$ cat config.mk
export PLATFORM = sky130hd
export DESIGN_NAME = three_axis_step_pulse_generator
export DESIGN_NICKNAME = d
export VERILOG_FILES = /design/src/stspg_pkg.sv /design/src/stspg_core.sv /design/src/three_axis_step_pulse_generator.sv
export SDC_FILE = /design/constraint.sdc
export NUM_CORES = 2
export LEC_CHECK = 0
export ABC_AREA = 1
export ABC_CLOCK_PERIOD_IN_PS = 32100
export BUFFER_PORTS_ARGS = -buffer_cell sky130_fd_sc_hd__buf_2
export CAP_MARGIN = 20
export CORE_ASPECT_RATIO = 0.8
export CORE_MARGIN = 2
export CORE_UTILIZATION = 69
export CTS_CLUSTER_SIZE = 28
export DETAILED_ROUTE_END_ITERATION = 8
export GPL_ROUTABILITY_DRIVEN = 0
export HOLD_SLACK_MARGIN = 0.06
export PLACE_DENSITY_LB_ADDON = 0.25
export SYNTH_ARGS = -nofsm -noshare
export SYNTH_HDL_FRONTEND = slang
export SYNTH_HIERARCHICAL = 1
export SYNTH_SLANG_ARGS = --single-unit
$ cat constraint.sdc
create_clock -name i_clk -period 32.1 [get_ports i_clk]
set_clock_uncertainty 0.1 [all_clocks]
set_input_delay 0 -clock i_clk [delete_from_list [all_inputs] [get_ports i_clk]]
set_output_delay 0 -clock i_clk [all_outputs]
set_load 0.01 [all_outputs]
$ cat src/stspg_pkg.sv
// Shared constants and types for the three-axis step pulse generator.
// No dependencies; used by stspg_core and the top level.
`default_nettype none

package stspg_pkg;

    localparam int COORD_WIDTH = 24;
    localparam int COUNT_WIDTH = 32;
    localparam int SPU_WIDTH   = 10;
    localparam int FRAC_BITS   = 8;
    localparam int FRAME_WIDTH = COUNT_WIDTH + 1;
    localparam int NUM_AXES    = 3;
    localparam int PIN_WIDTH   = 2 * NUM_AXES;
    localparam int STAT_WIDTH  = 8;

    // magnitude of a coordinate difference needs one bit more than a coordinate
    localparam int MAG_WIDTH  = COORD_WIDTH + 1;
    localparam int PROD_WIDTH = SPU_WIDTH + MAG_WIDTH;
    localparam int SCL_WIDTH  = PROD_WIDTH - FRAC_BITS;
    localparam int CMP_WIDTH  = (SCL_WIDTH > COUNT_WIDTH) ? SCL_WIDTH : COUNT_WIDTH;

    localparam logic [SPU_WIDTH-1:0] SPU_RESET = SPU_WIDTH'(10);

    // limit switch patterns on the status byte
    localparam logic [STAT_WIDTH-1:0] LIM_X_MASK = 8'b1100_0000;
    localparam logic [STAT_WIDTH-1:0] LIM_Z_MASK = 8'b1010_0000;
    localparam logic [STAT_WIDTH-1:0] LIM_Y_MASK = 8'b0001_0000;

    localparam logic [PIN_WIDTH-1:0] DIR_MASK = 6'b10_1010;

    localparam logic FUNC_LOAD = 1'b0;
    localparam logic FUNC_TICK = 1'b1;

    // stream packing
    localparam int IN_BITS    = 2 * NUM_AXES * COORD_WIDTH + STAT_WIDTH;
    localparam int IN_DATA_W  = ((IN_BITS + 7) / 8) * 8;
    localparam int OUT_BITS   = PIN_WIDTH + 3;
    localparam int OUT_DATA_W = ((OUT_BITS + 7) / 8) * 8;

    typedef struct packed {
        logic [PIN_WIDTH-1:0] port_pins;
        logic                 frame_applied;
        logic                 halted_by_limit;
        logic                 last;
        logic                 busy_res;
    } t_result;

endpackage

`default_nettype wire

$ cat src/stspg_core.sv
// Move state and per-item step logic: load math, frame sequencing, limit latch.
// Depends on stspg_pkg.
`default_nettype none

module stspg_core (
    input  wire logic                                                  i_clk,
    input  wire logic                                                  i_rst_n,
    input  wire logic                                                  i_cfg_wr_en,
    input  wire logic [stspg_pkg::SPU_WIDTH-1:0]                       i_cfg_wr_data,
    input  wire logic                                                  i_accept,
    input  wire logic                                                  i_func,
    input  wire logic [stspg_pkg::NUM_AXES-1:0][stspg_pkg::COORD_WIDTH-1:0] i_from,
    input  wire logic [stspg_pkg::NUM_AXES-1:0][stspg_pkg::COORD_WIDTH-1:0] i_to,
    input  wire logic [stspg_pkg::STAT_WIDTH-1:0]                      i_limit_status,
    output stspg_pkg::t_result                                         o_result
);

    localparam int CW  = stspg_pkg::COORD_WIDTH;
    localparam int NW  = stspg_pkg::COUNT_WIDTH;
    localparam int FW  = stspg_pkg::FRAME_WIDTH;
    localparam int NA  = stspg_pkg::NUM_AXES;
    localparam int PW  = stspg_pkg::PIN_WIDTH;
    localparam int MW  = stspg_pkg::MAG_WIDTH;
    localparam int XW  = stspg_pkg::PROD_WIDTH;
    localparam int KW  = stspg_pkg::CMP_WIDTH;

    logic [stspg_pkg::SPU_WIDTH-1:0] r_spu;
    logic [PW-1:0]                   r_pins, n_pins;
    logic [NA-1:0][NW-1:0]           r_count, n_count;
    logic [NA-1:0][NW-1:0]           r_rem, n_rem;
    logic [NW-1:0]                   r_most, n_most;
    logic [FW-1:0]                   r_frame, n_frame;
    logic                            r_latch, n_latch;

    logic [NA-1:0][NW-1:0] ld_count;
    logic [NA-1:0]         ld_up;
    logic [NW-1:0]         ld_most;
    logic [NA-1:0][NW-1:0] rem_nx;
    logic [NA-1:0]         fires;
    logic [PW-1:0]         steps;
    logic [PW-1:0]         ld_pins;
    logic [FW-1:0]         total;
    logic [FW-1:0]         frame_inc;
    logic [NW-1:0]         slot;
    logic                  active;
    logic                  lim_match;
    logic                  applied;
    logic                  last;

    // per-axis count, direction and remainder step
    always_comb begin
        logic signed [MW-1:0] fe;
        logic signed [MW-1:0] te;
        logic [MW-1:0]        mag;
        logic [XW-1:0]        prod;
        logic [KW-1:0]        scaled;
        logic [NW:0]          sum;
        fe = '0;
        te = '0;
        mag = '0;
        prod = '0;
        scaled = '0;
        sum = '0;
        steps = '0;
        ld_pins = '0;
        for (int i = 0; i < NA; i++) begin
            fe = {i_from[i][CW-1], i_from[i]};
            te = {i_to[i][CW-1], i_to[i]};
            ld_up[i] = te > fe;
            mag = ld_up[i] ? MW'(te - fe) : MW'(fe - te);
            prod = XW'(r_spu) * mag;
            scaled = KW'(prod >> stspg_pkg::FRAC_BITS);
            if (scaled > KW'({NW{1'b1}})) begin
                ld_count[i] = {NW{1'b1}};
            end else begin
                ld_count[i] = scaled[NW-1:0];
            end
            ld_pins[2*i+1] = ld_up[i];

            if (r_count[i] == '0) begin
                fires[i] = 1'b0;
            end else if (r_count[i] == NW'(1)) begin
                fires[i] = slot == (r_most >> 1);
            end else begin
                fires[i] = r_rem[i] < r_count[i];
            end
            steps[2*i] = fires[i];

            sum = {1'b0, r_rem[i]} + {1'b0, r_count[i]};
            if (sum >= {1'b0, r_most}) begin
                sum = sum - {1'b0, r_most};
            end
            rem_nx[i] = sum[NW-1:0];
        end
    end

    always_comb begin
        ld_most = ld_count[0];
        for (int i = 1; i < NA; i++) begin
            if (ld_count[i] > ld_most) begin
                ld_most = ld_count[i];
            end
        end
    end

    assign total     = {r_most, 1'b0};
    assign active    = r_frame < total;
    assign frame_inc = r_frame + FW'(1);
    assign slot      = r_frame[FW-1:1];
    assign lim_match = ((i_limit_status & stspg_pkg::LIM_X_MASK) == stspg_pkg::LIM_X_MASK)
                    || ((i_limit_status & stspg_pkg::LIM_Z_MASK) == stspg_pkg::LIM_Z_MASK)
                    || ((i_limit_status & stspg_pkg::LIM_Y_MASK) == stspg_pkg::LIM_Y_MASK);

    always_comb begin
        n_pins  = r_pins;
        n_count = r_count;
        n_rem   = r_rem;
        n_most  = r_most;
        n_frame = r_frame;
        n_latch = r_latch;
        applied = 1'b0;
        last    = 1'b0;
        if (i_func == stspg_pkg::FUNC_LOAD) begin
            n_count = ld_count;
            n_rem   = '0;
            n_most  = ld_most;
            n_pins  = ld_pins;
            n_frame = '0;
            n_latch = 1'b0;
            applied = 1'b1;
        end else if (active) begin
            n_latch = r_latch | lim_match;
            if (!r_frame[0]) begin
                n_rem = rem_nx;
                if (!n_latch) begin
                    n_pins  = (r_pins & stspg_pkg::DIR_MASK) | steps;
                    applied = 1'b1;
                end
            end else if (!n_latch) begin
                n_pins  = r_pins & stspg_pkg::DIR_MASK;
                applied = 1'b1;
            end
            n_frame = frame_inc;
            last    = frame_inc == total;
        end
    end

    assign o_result.port_pins       = n_pins;
    assign o_result.frame_applied   = applied;
    assign o_result.halted_by_limit = n_latch;
    assign o_result.last            = last;
    assign o_result.busy_res        = n_frame < {n_most, 1'b0};

    always_ff @(posedge i_clk) begin
        if (!i_rst_n) begin
            r_spu   <= stspg_pkg::SPU_RESET;
            r_pins  <= '0;
            r_count <= '0;
            r_rem   <= '0;
            r_most  <= '0;
            r_frame <= '0;
            r_latch <= 1'b0;
        end else begin
            if (i_cfg_wr_en) begin
                r_spu <= i_cfg_wr_data;
            end
            if (i_accept) begin
                r_pins  <= n_pins;
                r_count <= n_count;
                r_rem   <= n_rem;
                r_most  <= n_most;
                r_frame <= n_frame;
                r_latch <= n_latch;
            end
        end
    end

endmodule

`default_nettype wire

$ cat src/three_axis_step_pulse_generator.sv
// Top level: stream ports, field unpacking, result register with skid stage.
// Depends on stspg_pkg and stspg_core.
`default_nettype none

// Three-axis step/direction pulse generator. A transfer with tuser = 0 loads a
// move from a from-point and a to-point (signed, 8 fraction bits); each axis
// gets steps_per_unit * |delta| steps, and the move runs for twice the largest
// count in frames. A transfer with tuser = 1 is one pulse-period tick that
// consumes a frame: even frames raise step pins, odd frames drop them. A limit
// match on the status byte freezes the pins until the next load. Every input
// transfer gives exactly one result transfer. Throughput is one item per clock:
// the step math sits between the input port and a result register, and a skid
// register keeps s_tready high while one result waits; s_tready falls only when
// both the result register and the skid register are full. Each result is
// registered. The user must write steps_per_unit through i_cfg_wr_en /
// i_cfg_wr_data only while no move is pending; the block does not enforce
// this. It applies at the next load.

module three_axis_step_pulse_generator (
    input  wire logic                                  i_clk,
    input  wire logic                                  i_rst_n,
    input  wire logic                                  i_cfg_wr_en,
    input  wire logic [stspg_pkg::SPU_WIDTH-1:0]       i_cfg_wr_data,
    input  wire logic                                  i_s_tvalid,
    output      logic                                  o_s_tready,
    // from_x, from_y, from_z, to_x, to_y, to_z, limit_status (low bits first)
    input  wire logic [stspg_pkg::IN_DATA_W-1:0]       i_s_tdata,
    // func
    input  wire logic                                  i_s_tuser,
    output      logic                                  o_m_tvalid,
    input  wire logic                                  i_m_tready,
    // port_pins, frame_applied, halted_by_limit, busy_res (low bits first)
    output      logic [stspg_pkg::OUT_DATA_W-1:0]      o_m_tdata,
    // last
    output      logic                                  o_m_tlast
);

    localparam int CW = stspg_pkg::COORD_WIDTH;
    localparam int NA = stspg_pkg::NUM_AXES;

    logic [NA-1:0][CW-1:0] w_from;
    logic [NA-1:0][CW-1:0] w_to;
    logic [stspg_pkg::STAT_WIDTH-1:0] w_status;
    stspg_pkg::t_result w_result;
    stspg_pkg::t_result r_out;
    stspg_pkg::t_result r_skid;
    logic r_out_valid;
    logic r_skid_valid;
    logic w_in_xfer;
    logic w_out_xfer;
    logic w_to_out;

    always_comb begin
        for (int i = 0; i < NA; i++) begin
            w_from[i] = i_s_tdata[i*CW +: CW];
            w_to[i]   = i_s_tdata[(NA+i)*CW +: CW];
        end
    end
    assign w_status = i_s_tdata[2*NA*CW +: stspg_pkg::STAT_WIDTH];

    assign o_s_tready = !r_skid_valid;
    assign w_in_xfer  = i_s_tvalid && o_s_tready;
    assign w_out_xfer = r_out_valid && i_m_tready;
    // new result goes straight to the output register when it is free this cycle
    assign w_to_out   = !r_out_valid || (w_out_xfer && !r_skid_valid);

    stspg_core u_core (
        .i_clk          (i_clk),
        .i_rst_n        (i_rst_n),
        .i_cfg_wr_en    (i_cfg_wr_en),
        .i_cfg_wr_data  (i_cfg_wr_data),
        .i_accept       (w_in_xfer),
        .i_func         (i_s_tuser),
        .i_from         (w_from),
        .i_to           (w_to),
        .i_limit_status (w_status),
        .o_result       (w_result)
    );

    always_ff @(posedge i_clk) begin
        if (!i_rst_n) begin
            r_out_valid  <= 1'b0;
            r_skid_valid <= 1'b0;
        end else begin
            if (w_out_xfer && r_skid_valid) begin
                r_skid_valid <= 1'b0;
            end else if (w_in_xfer && !w_to_out) begin
                r_skid_valid <= 1'b1;
            end
            if (w_in_xfer && w_to_out) begin
                r_out_valid <= 1'b1;
            end else if (w_out_xfer && !r_skid_valid) begin
                r_out_valid <= 1'b0;
            end
        end
    end

    always_ff @(posedge i_clk) begin
        if (w_out_xfer && r_skid_valid) begin
            r_out <= r_skid;
        end
        if (w_in_xfer) begin
            if (w_to_out) begin
                r_out <= w_result;
            end else begin
                r_skid <= w_result;
            end
        end
    end

    assign o_m_tvalid = r_out_valid;
    assign o_m_tlast  = r_out.last;
    assign o_m_tdata  = stspg_pkg::OUT_DATA_W'({r_out.busy_res, r_out.halted_by_limit,
                                                r_out.frame_applied, r_out.port_pins});

endmodule

`default_nettype wire
==> impl_metrics.toml <==
[final_layout]
seq_area_sq_um = 5733
area.growth.synth_to_final_pct = 5.725
fillerInstances = 6356
drive_gt1_frac = 0.05320
nNetsFinal = 9271
multi_input_area_sq_um = 43420

[global_route]
grt_usage = 0.4103
grt_pass1_vias = 53436
overflow = 0
antenna_found_initial = 6
grt_first_pass_wirelength_mm = 274.3
grt_start_max_net_pins = 89

[yosys]
synth_cell_type_count = 73
synth_warnings = 6
syn-mean-instance-area_sq_um = 7.136
synth_edf_count = 10
yosysSeqAreaShare = 0.1031
synth_seq_cells = 281
synth-async-reset-ratio = 0
syn_area_sq_um = 55520
synthCells = 7780
synthFlopType = "dfxtp_1"

[min_path]
holdPathEnd = "u_core/r_frame[30]$_SDFFE_PN0P_"
whs_path_depth = 4
hp-class = "input port to register"
hold_path.startpoint = "i_s_tuser"

[detailed_routing]
drt_iter0_markers = 6556
routedWlPerCell_um = 19.12
wl_mm = 170.2
postRouteAntennaNets = 0
dr.pass1.iters = 6
vias_per_cell = 6.115
post-route-drc-count = 0
vias = 54451

[die]
std_cell_rows = 93
initial_core_util = 0.6935
die_h_um = 257.7
fp.coreArea_sq_um = 80060
dieArea_sq_um = 82760
dieWidth_um = 321.1
pin_count = 187

[sta]
finalHoldViolations = 0
rsz0062_at_grt = "no"
setup_ws_ns = 16.24
setup_viol = 0
post-route-period-util = 0.4942
tns_ns = 0
slew_viol_final = 0
worst_pin_slew_ns = 1.289
slew-limit-headroom = 0.1318
max_freq_mhz = 63.04
fin_crit_ns = 15.86

[worst_setup_path]
reg2reg_depth = 60
reg2reg_from = "u_core/r_spu[1]$_SDFFE_PN1P_"
path_max_fanout = 54
worstSetupEndpointType = "register"
crit_arrival_ns = 16.22
critPathLaunchType = "input port"
required_ns = 32.46
regToRegSetupSlack_ns = 17.43
cpMostUsedCell = "nand2_1"
reg2reg_to = "o_m_tdata[8]$_DFF_P_"
worstSetupPathType = "input port to register"
crit_path_max_incr_delay_ns = 1.00
cp_slowest_cell = "o21ai_0"

[placed_design]
dp_hpwl_mm = 131.2
place.port_buffers = 175
place_ws_ns = 16.52

[clocking]
clockRootBuffer = "clkbuf_16"
tritoncts = "yes"
clkSinkCount = 281
holdBufCountCts = 36
post-cts-setup-buffer-count = 0
htreeDepth = 2
path_clk_slew_ns = 0.06
cts_resized = 0
clk_path_buf_depth = 3
clkLatencyLatePin_ns = 0.58
cts_buffers = 37

[status]
outcome = "finished, final reports clean"

[job]
max-cap-violations = 0
kinds of logic (layout without fill, tap and decap cells):
logic type,Yosys count,count (layout),share of synthesized area
flip-flops,281,281,0.1031
AND/OR/NAND/NOR,2621,2621,0.1932
AO/OA/AOI/OAI,1532,1532,0.1626
buffers and inverters,1675,1746,0.1157
multiplexers,6,6,0.001082
other,1,10,0.00006755
XOR/XNOR,389,389,0.06178
adder cells (fa/ha/maj),1275,1275,0.3624
area by class of cell:
type	instances	area share
clock inverter	18	0.004711
timing repair buffer	254	0.02712
antenna	3	0.0001279
tap	1045	0.02228
sequential	281	0.09768
multi-input combinational	5830	0.7397
clock buffer	50	0.01729
inverter	1424	0.09111
metal layers:
| metal | part of all wire | track usage |
|---|---|---|
| met5 | 0.00035 | 0 |
| met4 | 0.054 | 0.1979 |
| met3 | 0.13 | 0.1056 |
| met2 | 0.42 | 0.6317 |
| met1 | 0.39 | 0.5396 |
Yosys cell counts (46+ instances only):
| master | count | share of area |
|---|---|---|
| nand2_1 | 1518 | 0.10 |
| inv_1 | 1407 | 0.095 |
| ha_1 | 720 | 0.16 |
| nor2_1 | 691 | 0.047 |
| a21oi_1 | 649 | 0.059 |
| fa_1 | 555 | 0.20 |
| o21ai_0 | 319 | 0.029 |
| xor2_1 | 278 | 0.044 |
| dfxtp_1 | 271 | 0.098 |
| clkbuf_1 | 179 | 0.012 |
| nand3_1 | 154 | 0.014 |
| o211ai_1 | 120 | 0.016 |
| xnor2_1 | 108 | 0.017 |
| o22ai_1 | 82 | 0.0092 |
| nand4_1 | 75 | 0.0085 |
| nor3_1 | 57 | 0.0051 |
| a211oi_1 | 46 | 0.0062 |
critical path: cells and delay by family:
| family | cells | cell delay (ns) |
|---|---|---|
| and+or+nand+nor | 38 | 6.63 |
| xor gates and xnor gates | 1 | 0.56 |
| buffers and inverters | 12 | 1.56 |
| adders and majority gates | 10 | 4.19 |
| AOI/OAI and AO/OA | 11 | 3.21 |
registers in the layout (all words and copies together) (netlist names):
| name | count |
|---|---|
| o_m_tlast | 1 |
| r_skid | 10 |
| u_core/r_rem | 96 |
| u_core/r_pins | 6 |
| u_core/r_frame | 33 |
| u_core/r_latch | 1 |
| u_core/r_count | 81 |
| r_skid_valid | 1 |
| o_m_tvalid | 1 |
| u_core/r_most | 32 |
| u_core/r_spu | 10 |
| o_m_tdata | 9 |
cell usage in the layout (no fill, tap or decap), types with 57 or more instances in the layout:
| cell type | synthesis | final |
|---|---|---|
| o22ai_1 | 82 | 82 |
| a21oi_1 | 649 | 649 |
| xnor2_1 | 108 | 108 |
| inv_1 | 1407 | 1402 |
| ha_1 | 720 | 720 |
| dfxtp_1 | 271 | 265 |
| nand3_1 | 154 | 152 |
| fa_1 | 555 | 555 |
| nor3_1 | 57 | 57 |
| o21ai_0 | 319 | 319 |
| nor2_1 | 691 | 688 |
| nand2_1 | 1518 | 1518 |
| xor2_1 | 278 | 278 |
| nand4_1 | 75 | 75 |
| buf_2 | 35 | 175 |
| o211ai_1 | 120 | 120 |
metrics by stage:
step / util / cells / instance area [sq um] / hold WS, ns
after floorplan: - / 7786 / 55540 / 0.01554
after global placement: 0.7118 / 8796 / 56990 / 0.1111
after detailed placement: 0.7122 / 8797 / 57010 / 0.1186
after CTS: 0.7328 / 8901 / 58670 / 0.09011
after global routing: 0.7331 / 8902 / 58690 / 0.1586
final: 0.7332 / 8905 / 58690 / 0.1283
worst max-delay path by stage:
stage             startpoint                   end  slack, ns  depth (start not counted)
3_3_place_gp   i_s_tdata[72]   r_skid[0]$_DFFE_PP_      16.68                         71
2_1_floorplan  i_s_tdata[72]  o_m_tdata[8]$_DFF_P_      20.25                         82
6_report       i_s_tdata[17]  o_m_tdata[8]$_DFF_P_      16.24                         72
3_5_place_dp   i_s_tdata[72]   r_skid[0]$_DFFE_PP_      16.52                         69
5_1_grt        i_s_tdata[40]  o_m_tdata[8]$_DFF_P_      15.26                         73
4_1_cts        i_s_tdata[72]  o_m_tdata[8]$_DFF_P_      17.05                         71
Power is not shown: default switching activity piles up to over one toggle a cycle in this logic, so the estimate is an artifact.
